[src/rtl/hss_pkg.sv]
`timescale 1ns / 1ps

package hss_pkg;

    // Default grid side and derived widths of the stencil arithmetic.
    localparam int DEFAULT_MAX_GRID = 1024;
    localparam int VALUE_W = 32;
    localparam int RATIO_W = 16;
    localparam int GRID_W = 11;
    localparam int WEIGHT_W = RATIO_W + 3;
    localparam int SUM_W = VALUE_W + 2;
    localparam int PROD_W = WEIGHT_W + VALUE_W;
    localparam int ACC_W = PROD_W + 1;
    localparam int RES_W = ACC_W - RATIO_W;

    // Configuration port.
    localparam int CFG_ADDR_W = 1;
    localparam int CFG_DATA_W = 16;
    localparam logic [CFG_ADDR_W-1:0] REG_GRID_SIZE = 1'd0;
    localparam logic [CFG_ADDR_W-1:0] REG_DIFF_RATIO = 1'd1;
    localparam logic [GRID_W-1:0] GRID_SIZE_RESET = 11'd1024;
    localparam logic [RATIO_W-1:0] RATIO_RESET = 16'd6554;

    // Queue between the front and the back.
    localparam int QUEUE_DEPTH = 4;
    localparam int QPTR_W = $clog2(QUEUE_DEPTH);
    localparam int QCNT_W = $clog2(QUEUE_DEPTH + 1);

    typedef logic signed [VALUE_W-1:0] value_t;

    // One cell update: the five stencil operands, already masked at the edges.
    typedef struct packed {
        value_t centre;
        value_t above;
        value_t left;
        value_t right;
        value_t below;
        logic   last;
    } item_t;

endpackage

[src/rtl/hss_fifo.sv]
`timescale 1ns / 1ps

module hss_fifo (
    input  logic                        clk,
    input  logic                        rst_n,
    input  logic                        push,
    input  hss_pkg::item_t              push_item,
    input  logic                        pop,
    output logic                        pop_valid,
    output hss_pkg::item_t              pop_item,
    output logic [hss_pkg::QCNT_W-1:0]  count
);

    hss_pkg::item_t               slot_mem [hss_pkg::QUEUE_DEPTH];
    logic [hss_pkg::QPTR_W-1:0]   wr_ptr_reg;
    logic [hss_pkg::QPTR_W-1:0]   rd_ptr_reg;
    logic [hss_pkg::QCNT_W-1:0]   count_reg;
    logic                         do_pop;

    assign pop_valid = (count_reg != '0);
    assign pop_item = slot_mem[rd_ptr_reg];
    assign count = count_reg;
    assign do_pop = pop && pop_valid;

    // Pointers and fill level; the front never pushes into a full queue.
    always_ff @(posedge clk or negedge rst_n)
    begin
        if (!rst_n)
        begin
            wr_ptr_reg <= '0;
            rd_ptr_reg <= '0;
            count_reg <= '0;
        end
        else
        begin
            if (push)
            begin
                wr_ptr_reg <= wr_ptr_reg + hss_pkg::QPTR_W'(1);
            end
            if (do_pop)
            begin
                rd_ptr_reg <= rd_ptr_reg + hss_pkg::QPTR_W'(1);
            end
            count_reg <= count_reg + hss_pkg::QCNT_W'(push) - hss_pkg::QCNT_W'(do_pop);
        end
    end

    always_ff @(posedge clk)
    begin
        if (push)
        begin
            slot_mem[wr_ptr_reg] <= push_item;
        end
    end

endmodule

[config.mk]
export PLATFORM = sky130hd
export DESIGN_NAME = hss_fifo
export DESIGN_NICKNAME = d
export VERILOG_FILES = /design/src/rtl/hss_pkg.sv /design/src/rtl/hss_fifo.sv
export SDC_FILE = /design/constraint.sdc
export NUM_CORES = 1
export LEC_CHECK = 0
export ABC_AREA = 1
export BUFFER_PORTS_ARGS = -buffer_cell sky130_fd_sc_hd__buf_2
export CORE_ASPECT_RATIO = 1.5
export CORE_MARGIN = 2
export CORE_UTILIZATION = 44
export CTS_BUF_LIST = sky130_fd_sc_hd__clkbuf_16
export DETAILED_ROUTE_END_ITERATION = 16
export SLEW_MARGIN = 10
export SYNTH_ARGS = -nofsm -noshare
export SYNTH_HDL_FRONTEND = slang
export SYNTH_SLANG_ARGS = --single-unit
[constraint.sdc]
create_clock -name clk -period 7.83 [get_ports clk]
set_input_delay 0.3915 -clock clk [delete_from_list [all_inputs] [get_ports clk]]
set_output_delay 0.3915 -clock clk [all_outputs]
set_load 0.01 [all_outputs]
==> metrics.cfg <==
[sta]
fin_tns_setup_ns = 0
rsz0062_at_grt = false
whs_ns = 0.0483
final.period_utilization_pct = 52.6
setup_viol = 0
finalCriticalPeriod_ns = 4.12
hold_viol = 0
max_slew_margin_pct = 28.6
max_freq_mhz = 243
worst_slew_pin_slew_ns = 1.07
clock-skew-final_ns = 0.0191
drv_slew = 0

[synthesis]
yosysSeqAreaShare_pct = 76.1
syn_avg_cell_area_sq_um = 12.3
yosys_warnings = 0
ys_ff_latch = 651
syn_inst = 2091
netlist_area_sq_um = 25600
synthDistinctLibCells = 19
synth_fp_nets = 2263

[routing]
via_per_inst = 4.79
drt_iter0_markers = 958
num_vias = 16138
drtPass1Iterations = 5
ant_nets = 0
drc = 0
wire_per_inst_um = 16.4
drt_wl_total_um = 55100

[setup_path]
required_ns = 7.44
worstSetupEndpointType = primary output
cp_data_arrival_time_ns = 3.72
critPathSlowestCell = dfrtp_4
slowest_delay_ns = 1.08
cp.depth = 7
critPathKind = reg -> out
worstPathMaxFanout = 203
setup.worst_path.start_class = flop
reg2reg_depth = 5
crit_chain = buf_12 > buf_12 > nor2_1 > nor2_1 > o21ai_0 > nand2_1 > buf_2
crit_family = buffers and inverters
path_buf_inv = 3

[place]
dp_cells = 3096
place_area_sq_um = 27800
dpl.hpwl_um = 30300
io_buffers = 329
place_congestion = 0.724

[pwr]
total_power_mw = 11.3
p_per_area_nw_per_um2 = 361
ir_drop_mv = 0.269
leakagePower_nw = 12.5

[floorplanning]
dieWidth_um = 201
core_sq_um = 57700
floorplan.initialDensity_pct = 44.4
num_rows = 108
die_area_sq_um = 60200
pin_count = 330
die_y_um = 300

[cts]
cts_tree = done
cts_max_level = 2
insertion_delay_ns = 0.61
cts_sinks = 651
tritoncts.num_buffers = 59
postCtsSetupRepairBufs = 0
cts_buffer_depth = 3
path_clk_slew_ns = 0.06
clockRootBuffer = clkbuf_16

[final_layout]
largest_reg_flops = 644
postLayoutCellArea_sq_um = 31300
fin_nets = 2720
layout.cells.non_filler = 3367
fill_cells = 4857
areaGrowthSynthToFinish_pct = 22.0
drive_above_1_share_pct = 16.4

[global_route]
grt.total_usage_pct = 18.1
grt_start_max_net_pins = 204
grt_pass1_vias = 16138
grt_pass1_wl_um = 86300
antenna_found_initial = 2
gr-total-overflow = 0

[job]
maxCapViolations = 0

[min_path]
hold_path_class = in -> reg
min_path_cells = 1

[outcome]
outcome = complete, no violations

layout by cell type, fill, tap and decap left out, types with 6 or more instances in the layout:
master         instances
dfrtp_1                6
buf_4                 10
inv_1                185
nand2_1              499
buf_2                329
nor2_1               323
clkbuf_16             60
dlygate4sd3_1        161
edfxtp_1             644
clkinv_1              16
clkinv_2               9
ha_1                   6
o21ai_1              115
o21ai_0              208
kinds of logic after synthesis:
group,synth area share [%]
adders and majority gates,0.371
DFF,76.1
xor gates and xnor gates,0.103
AOI/OAI and AO/OA,6.31
and+or+nand+nor,12.1
buffers and inverters,5.00
stage by stage:
| step | util, % | setup WS [ns] |
|---|---|---|
| CTS | 54.2 | 3.61 |
| global route | 54.2 | 3.28 |
| detailed placement | 48.2 | 4.28 |
| finish | 54.2 | 3.71 |
| floorplan | - | 3.52 |
| global placement | 48.2 | 4.33 |
layout make-up:
cell class                 count  area [sq um]  share of cell area [%]
antenna                        1          2.50                 0.00801
clock buffer                  60          1500                    4.80
clock inverter                49           353                    1.13
inverter                     176           691                    2.21
multi-input combinational   1157          4830                    15.5
sequential                   651         19500                    62.4
tap                          770           963                    3.08
timing repair buffer         503          3390                    10.9
repair_timing:
| item | in CTS | in global routing |
|---|---|---|
| endpoints found under the hold margin | 647 | 0 |
| hold buffers | 161 | 0 |
| gates resized for setup | 0 | 0 |
Yosys cell counts, drive strengths merged:
cell / count / area [sq um]
edfxtp: 644 / 19300
nand2: 499 / 1870
nor2: 323 / 1210
o21ai: 323 / 1620
inv: 176 / 661
buf: 58 / 437
clkbuf: 49 / 184
dfrtp: 7 / 175
ha: 6 / 75.1
nand3: 2 / 10.0
xor2: 2 / 17.5
fa: 1 / 20.0
xnor2: 1 / 8.76
power by group:
part	switching, mW	internal [mW]	total [mW]
Sequential	0.205	4.56	4.76
Clock	1.20	1.55	2.75
Combinational	2.60	1.19	3.78
per-layer routing:
metal	GRT usage (%)	vias up	part of all wire, %
met5	0	-	0.024
met4	6.19	2	2.7
met3	4.29	96	6.6
met2	32.1	413	50
met1	21.6	7668	40
li1	-	7959	-
final timing paths:
kind                                start                to  slack (ns)
hold reg to reg             wr_ptr_reg[0]     wr_ptr_reg[0]        0.54
hold / removal             push_item[153]  slot_mem[0][153]        0.05
max in group asynchronous           rst_n     rd_ptr_reg[0]        7.50
setup / recovery            rd_ptr_reg[0]      pop_item[19]        3.71
setup reg to reg            wr_ptr_reg[0]   slot_mem[0][95]        5.32
min in group asynchronous           rst_n     wr_ptr_reg[0]        0.16
(Power assumes the default switching activity.)
