## src/rtl/hss_pkg.sv

```systemverilog
`timescale 1ns / 1ps

package hss_pkg;

    // Default grid side and derived widths of the stencil arithmetic.
    localparam int DEFAULT_MAX_GRID = 1024;
    localparam int VALUE_W = 32;
    localparam int RATIO_W = 16;
    localparam int GRID_W = 11;
    localparam int WEIGHT_W = RATIO_W + 3;
    localparam int SUM_W = VALUE_W + 2;
    localparam int PROD_W = WEIGHT_W + VALUE_W;
    localparam int ACC_W = PROD_W + 1;
    localparam int RES_W = ACC_W - RATIO_W;

    // Configuration port.
    localparam int CFG_ADDR_W = 1;
    localparam int CFG_DATA_W = 16;
    localparam logic [CFG_ADDR_W-1:0] REG_GRID_SIZE = 1'd0;
    localparam logic [CFG_ADDR_W-1:0] REG_DIFF_RATIO = 1'd1;
    localparam logic [GRID_W-1:0] GRID_SIZE_RESET = 11'd1024;
    localparam logic [RATIO_W-1:0] RATIO_RESET = 16'd6554;

    // Queue between the front and the back.
    localparam int QUEUE_DEPTH = 4;
    localparam int QPTR_W = $clog2(QUEUE_DEPTH);
    localparam int QCNT_W = $clog2(QUEUE_DEPTH + 1);

    typedef logic signed [VALUE_W-1:0] value_t;

    // One cell update: the five stencil operands, already masked at the edges.
    typedef struct packed {
        value_t centre;
        value_t above;
        value_t left;
        value_t right;
        value_t below;
        logic   last;
    } item_t;

endpackage

```

## src/rtl/hss_back.sv

```systemverilog
`timescale 1ns / 1ps

module hss_back (
    input  logic                             clk,
    input  logic                             rst_n,
    input  logic [hss_pkg::RATIO_W-1:0]      ratio,
    input  logic                             q_valid,
    input  hss_pkg::item_t                   q_item,
    output logic                             q_pop,
    output logic                             m_axis_tvalid,
    input  logic                             m_axis_tready,
    output logic [hss_pkg::VALUE_W-1:0]      m_axis_tdata,
    output logic                             m_axis_tlast
);

    localparam int VW = hss_pkg::VALUE_W;
    localparam int XW = hss_pkg::RES_W - VW + 1;
    localparam logic signed [hss_pkg::RES_W-1:0] SAT_HI = {{XW{1'b0}}, {(VW-1){1'b1}}};
    localparam logic signed [hss_pkg::RES_W-1:0] SAT_LO = {{XW{1'b1}}, {(VW-1){1'b0}}};

    logic                                 a_valid_reg, b_valid_reg, c_valid_reg, out_valid_reg;
    logic                                 a_adv, b_adv, c_adv, out_adv;
    logic signed [hss_pkg::SUM_W-1:0]     a_sum_reg, a_sum_next;
    hss_pkg::value_t                      a_centre_reg;
    logic                                 a_last_reg, b_last_reg, c_last_reg, out_last_reg;
    logic signed [hss_pkg::WEIGHT_W-1:0]  weight;
    logic signed [hss_pkg::RATIO_W:0]     ratio_s;
    logic signed [hss_pkg::PROD_W-1:0]    b_pc_reg, b_pn_reg;
    logic signed [hss_pkg::ACC_W-1:0]     c_acc_reg, c_acc_next;
    logic signed [hss_pkg::RES_W-1:0]     res;
    logic [VW-1:0]                        out_data_reg, out_data_next;

    // Advance a stage when the one after it is empty or moving.
    assign out_adv = !out_valid_reg || m_axis_tready;
    assign c_adv = !c_valid_reg || out_adv;
    assign b_adv = !b_valid_reg || c_adv;
    assign a_adv = !a_valid_reg || b_adv;
    assign q_pop = q_valid && a_adv;

    // Neighbor sum, then center weight 1 - 4r as signed Q2.16.
    assign a_sum_next = {{2{q_item.left[VW-1]}}, q_item.left}
                      + {{2{q_item.right[VW-1]}}, q_item.right}
                      + {{2{q_item.above[VW-1]}}, q_item.above}
                      + {{2{q_item.below[VW-1]}}, q_item.below};
    assign ratio_s = {1'b0, ratio};
    assign weight = (hss_pkg::WEIGHT_W)'(1 << hss_pkg::RATIO_W)
                  - $signed({1'b0, ratio, 2'b00});

    // Sum the two products, drop the ratio fraction with floor, then saturate.
    assign c_acc_next = {b_pc_reg[hss_pkg::PROD_W-1], b_pc_reg}
                      + {b_pn_reg[hss_pkg::PROD_W-1], b_pn_reg};
    assign res = c_acc_reg[hss_pkg::ACC_W-1:hss_pkg::RATIO_W];

    always_comb
    begin
        if (res > SAT_HI)
        begin
            out_data_next = SAT_HI[VW-1:0];
        end
        else if (res < SAT_LO)
        begin
            out_data_next = SAT_LO[VW-1:0];
        end
        else
        begin
            out_data_next = res[VW-1:0];
        end
    end

    always_ff @(posedge clk or negedge rst_n)
    begin
        if (!rst_n)
        begin
            a_valid_reg <= 1'b0;
            b_valid_reg <= 1'b0;
            c_valid_reg <= 1'b0;
            out_valid_reg <= 1'b0;
        end
        else
        begin
            if (a_adv)
            begin
                a_valid_reg <= q_valid;
            end
            if (b_adv)
            begin
                b_valid_reg <= a_valid_reg;
            end
            if (c_adv)
            begin
                c_valid_reg <= b_valid_reg;
            end
            if (out_adv)
            begin
                out_valid_reg <= c_valid_reg;
            end
        end
    end

    // Payload of the arithmetic pipeline.
    always_ff @(posedge clk)
    begin
        if (a_adv)
        begin
            a_sum_reg <= a_sum_next;
            a_centre_reg <= q_item.centre;
            a_last_reg <= q_item.last;
        end
        if (b_adv)
        begin
            b_pc_reg <= hss_pkg::PROD_W'(weight) * hss_pkg::PROD_W'(a_centre_reg);
            b_pn_reg <= hss_pkg::PROD_W'(ratio_s) * hss_pkg::PROD_W'(a_sum_reg);
            b_last_reg <= a_last_reg;
        end
        if (c_adv)
        begin
            c_acc_reg <= c_acc_next;
            c_last_reg <= b_last_reg;
        end
        if (out_adv)
        begin
            out_data_reg <= out_data_next;
            out_last_reg <= c_last_reg;
        end
    end

    assign m_axis_tvalid = out_valid_reg;
    assign m_axis_tdata = out_data_reg;
    assign m_axis_tlast = out_last_reg;

endmodule

```

## config.mk

```make
export PLATFORM = sky130hd
export DESIGN_NAME = hss_back
export DESIGN_NICKNAME = d
export VERILOG_FILES = /design/src/rtl/hss_pkg.sv /design/src/rtl/hss_back.sv
export SDC_FILE = /design/constraint.sdc
export NUM_CORES = 2
export LEC_CHECK = 0
export ABC_CLOCK_PERIOD_IN_PS = 12100
export BUFFER_PORTS_ARGS = -buffer_cell sky130_fd_sc_hd__buf_2
export CORE_UTILIZATION = 40
export CTS_BUF_LIST = sky130_fd_sc_hd__clkbuf_8
export CTS_CLUSTER_SIZE = 24
export DETAILED_ROUTE_END_ITERATION = 6
export PLACE_DENSITY = 0.57
export SLEW_MARGIN = 20
export SYNTH_ARGS = -nofsm -noshare
export SYNTH_HDL_FRONTEND = slang
export SYNTH_SLANG_ARGS = --single-unit
```

## constraint.sdc

```tcl
create_clock -name clk -period 12.1 [get_ports clk]
set_input_delay 3.025 -clock clk [delete_from_list [all_inputs] [get_ports clk]]
set_output_delay 3.025 -clock clk [all_outputs]
set_load 0.005 [all_outputs]
```

==> impl_metrics.toml <==
[floorplan]
core_mm2 = 0.126
io_pins = 216
die_x_um = 358
rows = 130
die_y_um = 358
dieArea_mm2 = 0.128
start_util_pct = 40.4

[worst_hold_path]
worstHoldPathType = "reg2reg"
min_delay_path_depth = 0
hold_path_startpoint = "b_last_reg"
hold_end = "c_last_reg"

[clock_network]
cts_inserted_buffers = 49
insertion_delay_ps = 710
cts_resized = 0
cts_max_level = 2
cts.sinks = 240
cts_root_buf = "clkbuf_8"
cts_tree = "done"
cts_setup_buffers = 0
clk_path_buf_depth = 3
path_clk_slew_ps = 60
ctsHoldBuffers = 0

[critical_path]
crit_fanout = 26
critPathBufInv = 3
crit_family = "adder cells"
max_stage_delay_ps = 680
critical_path_required_ps = 12530
crit_type = "in2reg"
reg2reg_depth = 24
crit_path_end_kind = "flip-flop"
cp.arrival_ps = 11620
r2r_end = "b_pc_reg[47]"
critPathSlowestCell = "o21ai_0"
cp_common_cell = "fa_1"
reg2reg_slack_ps = 4000
worstSetupStartpointType = "input pin"
rr_startpoint = "a_centre_reg[11]"

[detailed_routing]
post_drt_wl_per_cell_um = 18.6
drc_errors = 0
wl_mm = 129
drtPass1Iterations = 5
antenna_left = 0
viasPerCell = 5.04
drt_iter0_markers = 1856
via_count = 35100

[timing]
hold_viol_final = 0
tns_ps = 0
fmax_ghz = 0.0894
post-route-period-util_pct = 92.4
max_slew_margin_pct = 28.1
fin_crit_ps = 11190
rsz0062_at_grt = "false"
fin_skew_ps = 59.2
setup_viol = 0
hold_ws_ps = 419
tightest_slew_ps = 1080
slew_viol_final = 0

[cells_and_area]
synthToLayoutAreaGrowth_pct = 7.72
fin_cells = 6961
n_fill_cell = 12200
drive_above_1_share_pct = 7.02
fin_nets = 6949

[yosys]
synthArstFlopShare_pct = 1.67
synth_seq_cells = 240
synth_area_mm2 = 0.0508
synth_seq_area_share_pct = 14.2
syn-num-nets = 6836
synth_edf_count = 236
yosysWarnings = 0
synth_ff_type = "edfxtp_1"
synth_cell_types = 69
avgSynthCellArea_um2 = 9.84
syn-instance-count = 5158

[placement]
io_buffers = 215
dp.cells = 6869
dp.final_hpwl_mm = 105
place_congestion = 0.884

[global_route]
grt_max_degree = 84
top_usage_layer = "met2"
use_met3_pct = 3.76
grt-ovfl-total = 0
grt_pass1_vias = 38700
grt_use_met1_pct = 30.4
grtUsageTotal_pct = 21.3
antenna_found_initial = 9
grt_use_met2_pct = 34.3
grt_pass1_wl_mm = 213

[status]
status = "completed"

[flow_run]
maxCapViolCount = 0
-- synthesized netlist by cell type, types with 5 or more instances --
cell	n	area, um2
a211o_1	11	96.3
nand2_1	724	2720
nand2b_1	30	188
a21boi_0	11	82.6
inv_1	1109	4160
and4_1	6	52.6
clkbuf_1	187	702
nand3_1	32	160
or2_2	9	56.3
xor2_1	48	420
fa_1	1102	22100
or3_1	8	50.1
a21o_1	99	743
a211oi_1	11	82.6
a2111oi_0	5	43.8
nor4_1	8	50.1
nor2_1	112	420
o21ai_0	76	380
buf_1	19	71.3
edfxtp_1	236	7090
o21a_1	56	420
xnor2_1	117	1020
and2_1	395	2470
o31ai_1	5	37.5
or4_1	6	45.0
a31oi_1	17	106
nor2b_1	46	288
o211ai_1	6	45.0
nand4_1	13	81.3
and3_1	20	125
o21bai_1	14	105
a21oi_1	135	676
ha_1	395	4940
nor3_1	25	125
-- logic make-up after synthesis --
group                      share of synthesized area [%]
DFF                                                 14.2
xor gates and xnor gates                            2.85
AOI/OAI and AO/OA                                   6.48
buffers and inverters                               9.73
adders and majority gates                           53.2
muxes                                             0.0394
and+or+nand+nor                                     13.6
-- layout by cell type, fill, tap and decap left out, drive strengths merged, types with 56 or more instances in the layout --
master	n
fa	1102
ha	395
o21a	56
o21ai	76
inv	1124
edfxtp	236
xnor2	117
buf	269
nor2	112
a21oi	135
nand2	724
and2	395
a21o	99
-- per-layer routing --
metal,routed length (um),up-vias
met3,8740,115
met2,58900,903
li1,-,15900
met1,59700,18200
met5,23,-
met4,2030,4
-- worst max path at each step --
| stage | endpoint | from | slack (ps) | cells after the start |
|---|---|---|---|---|
| 3_3_place_gp | b_pc_reg[47] | ratio[5] | 340 | 27 |
| 3_5_place_dp | b_pc_reg[47] | ratio[5] | 250 | 27 |
| 2_1_floorplan | b_pc_reg[42] | ratio[5] | 1130 | 28 |
| 5_1_grt | b_pc_reg[47] | ratio[5] | 470 | 27 |
| 6_report | b_pc_reg[47] | ratio[5] | 910 | 27 |
| 4_1_cts | b_pc_reg[47] | ratio[5] | 1040 | 27 |
-- area by class of cell --
cell class | instances | area (um2) | area share, %
inverters | 1109 | 4160 | 7.61
clock inverters | 40 | 317 | 0.579
clock buffers | 50 | 688 | 1.26
multi-input cells | 3602 | 38800 | 70.9
repair buffers | 269 | 1500 | 2.74
well taps | 1650 | 2060 | 3.77
flip-flops and latches | 240 | 7190 | 13.1
diodes | 1 | 2.50 | 0.00457
-- per-stage QoR --
step	worst slack, ps	instance area (um2)	util, %
global placement	340	53700	42.7
CTS	1040	54700	43.5
detailed placement	248	53700	42.7
finish	914	54700	43.5
global route	467	54700	43.5
floorplan	1130	50800	-
-- worst reg2reg max path: stages, from the launching register on --
cell	delay, ps
edfxtp_1	930
nand2_1	190
fa_1	570
inv_1	50
fa_1	480
inv_1	50
fa_1	500
inv_1	60
fa_1	560
fa_1	440
fa_1	550
inv_1	80
fa_1	520
inv_1	50
ha_1	370
and2_1	160
and2_1	150
and3_1	240
nand2_1	60
o21ai_0	680
a211o_1	230
nand2_1	120
o21ai_0	390
o21ai_0	140
a211o_1	260
Power is not shown: default switching activity piles up to over one toggle a cycle in this logic, so the estimate is an artifact.
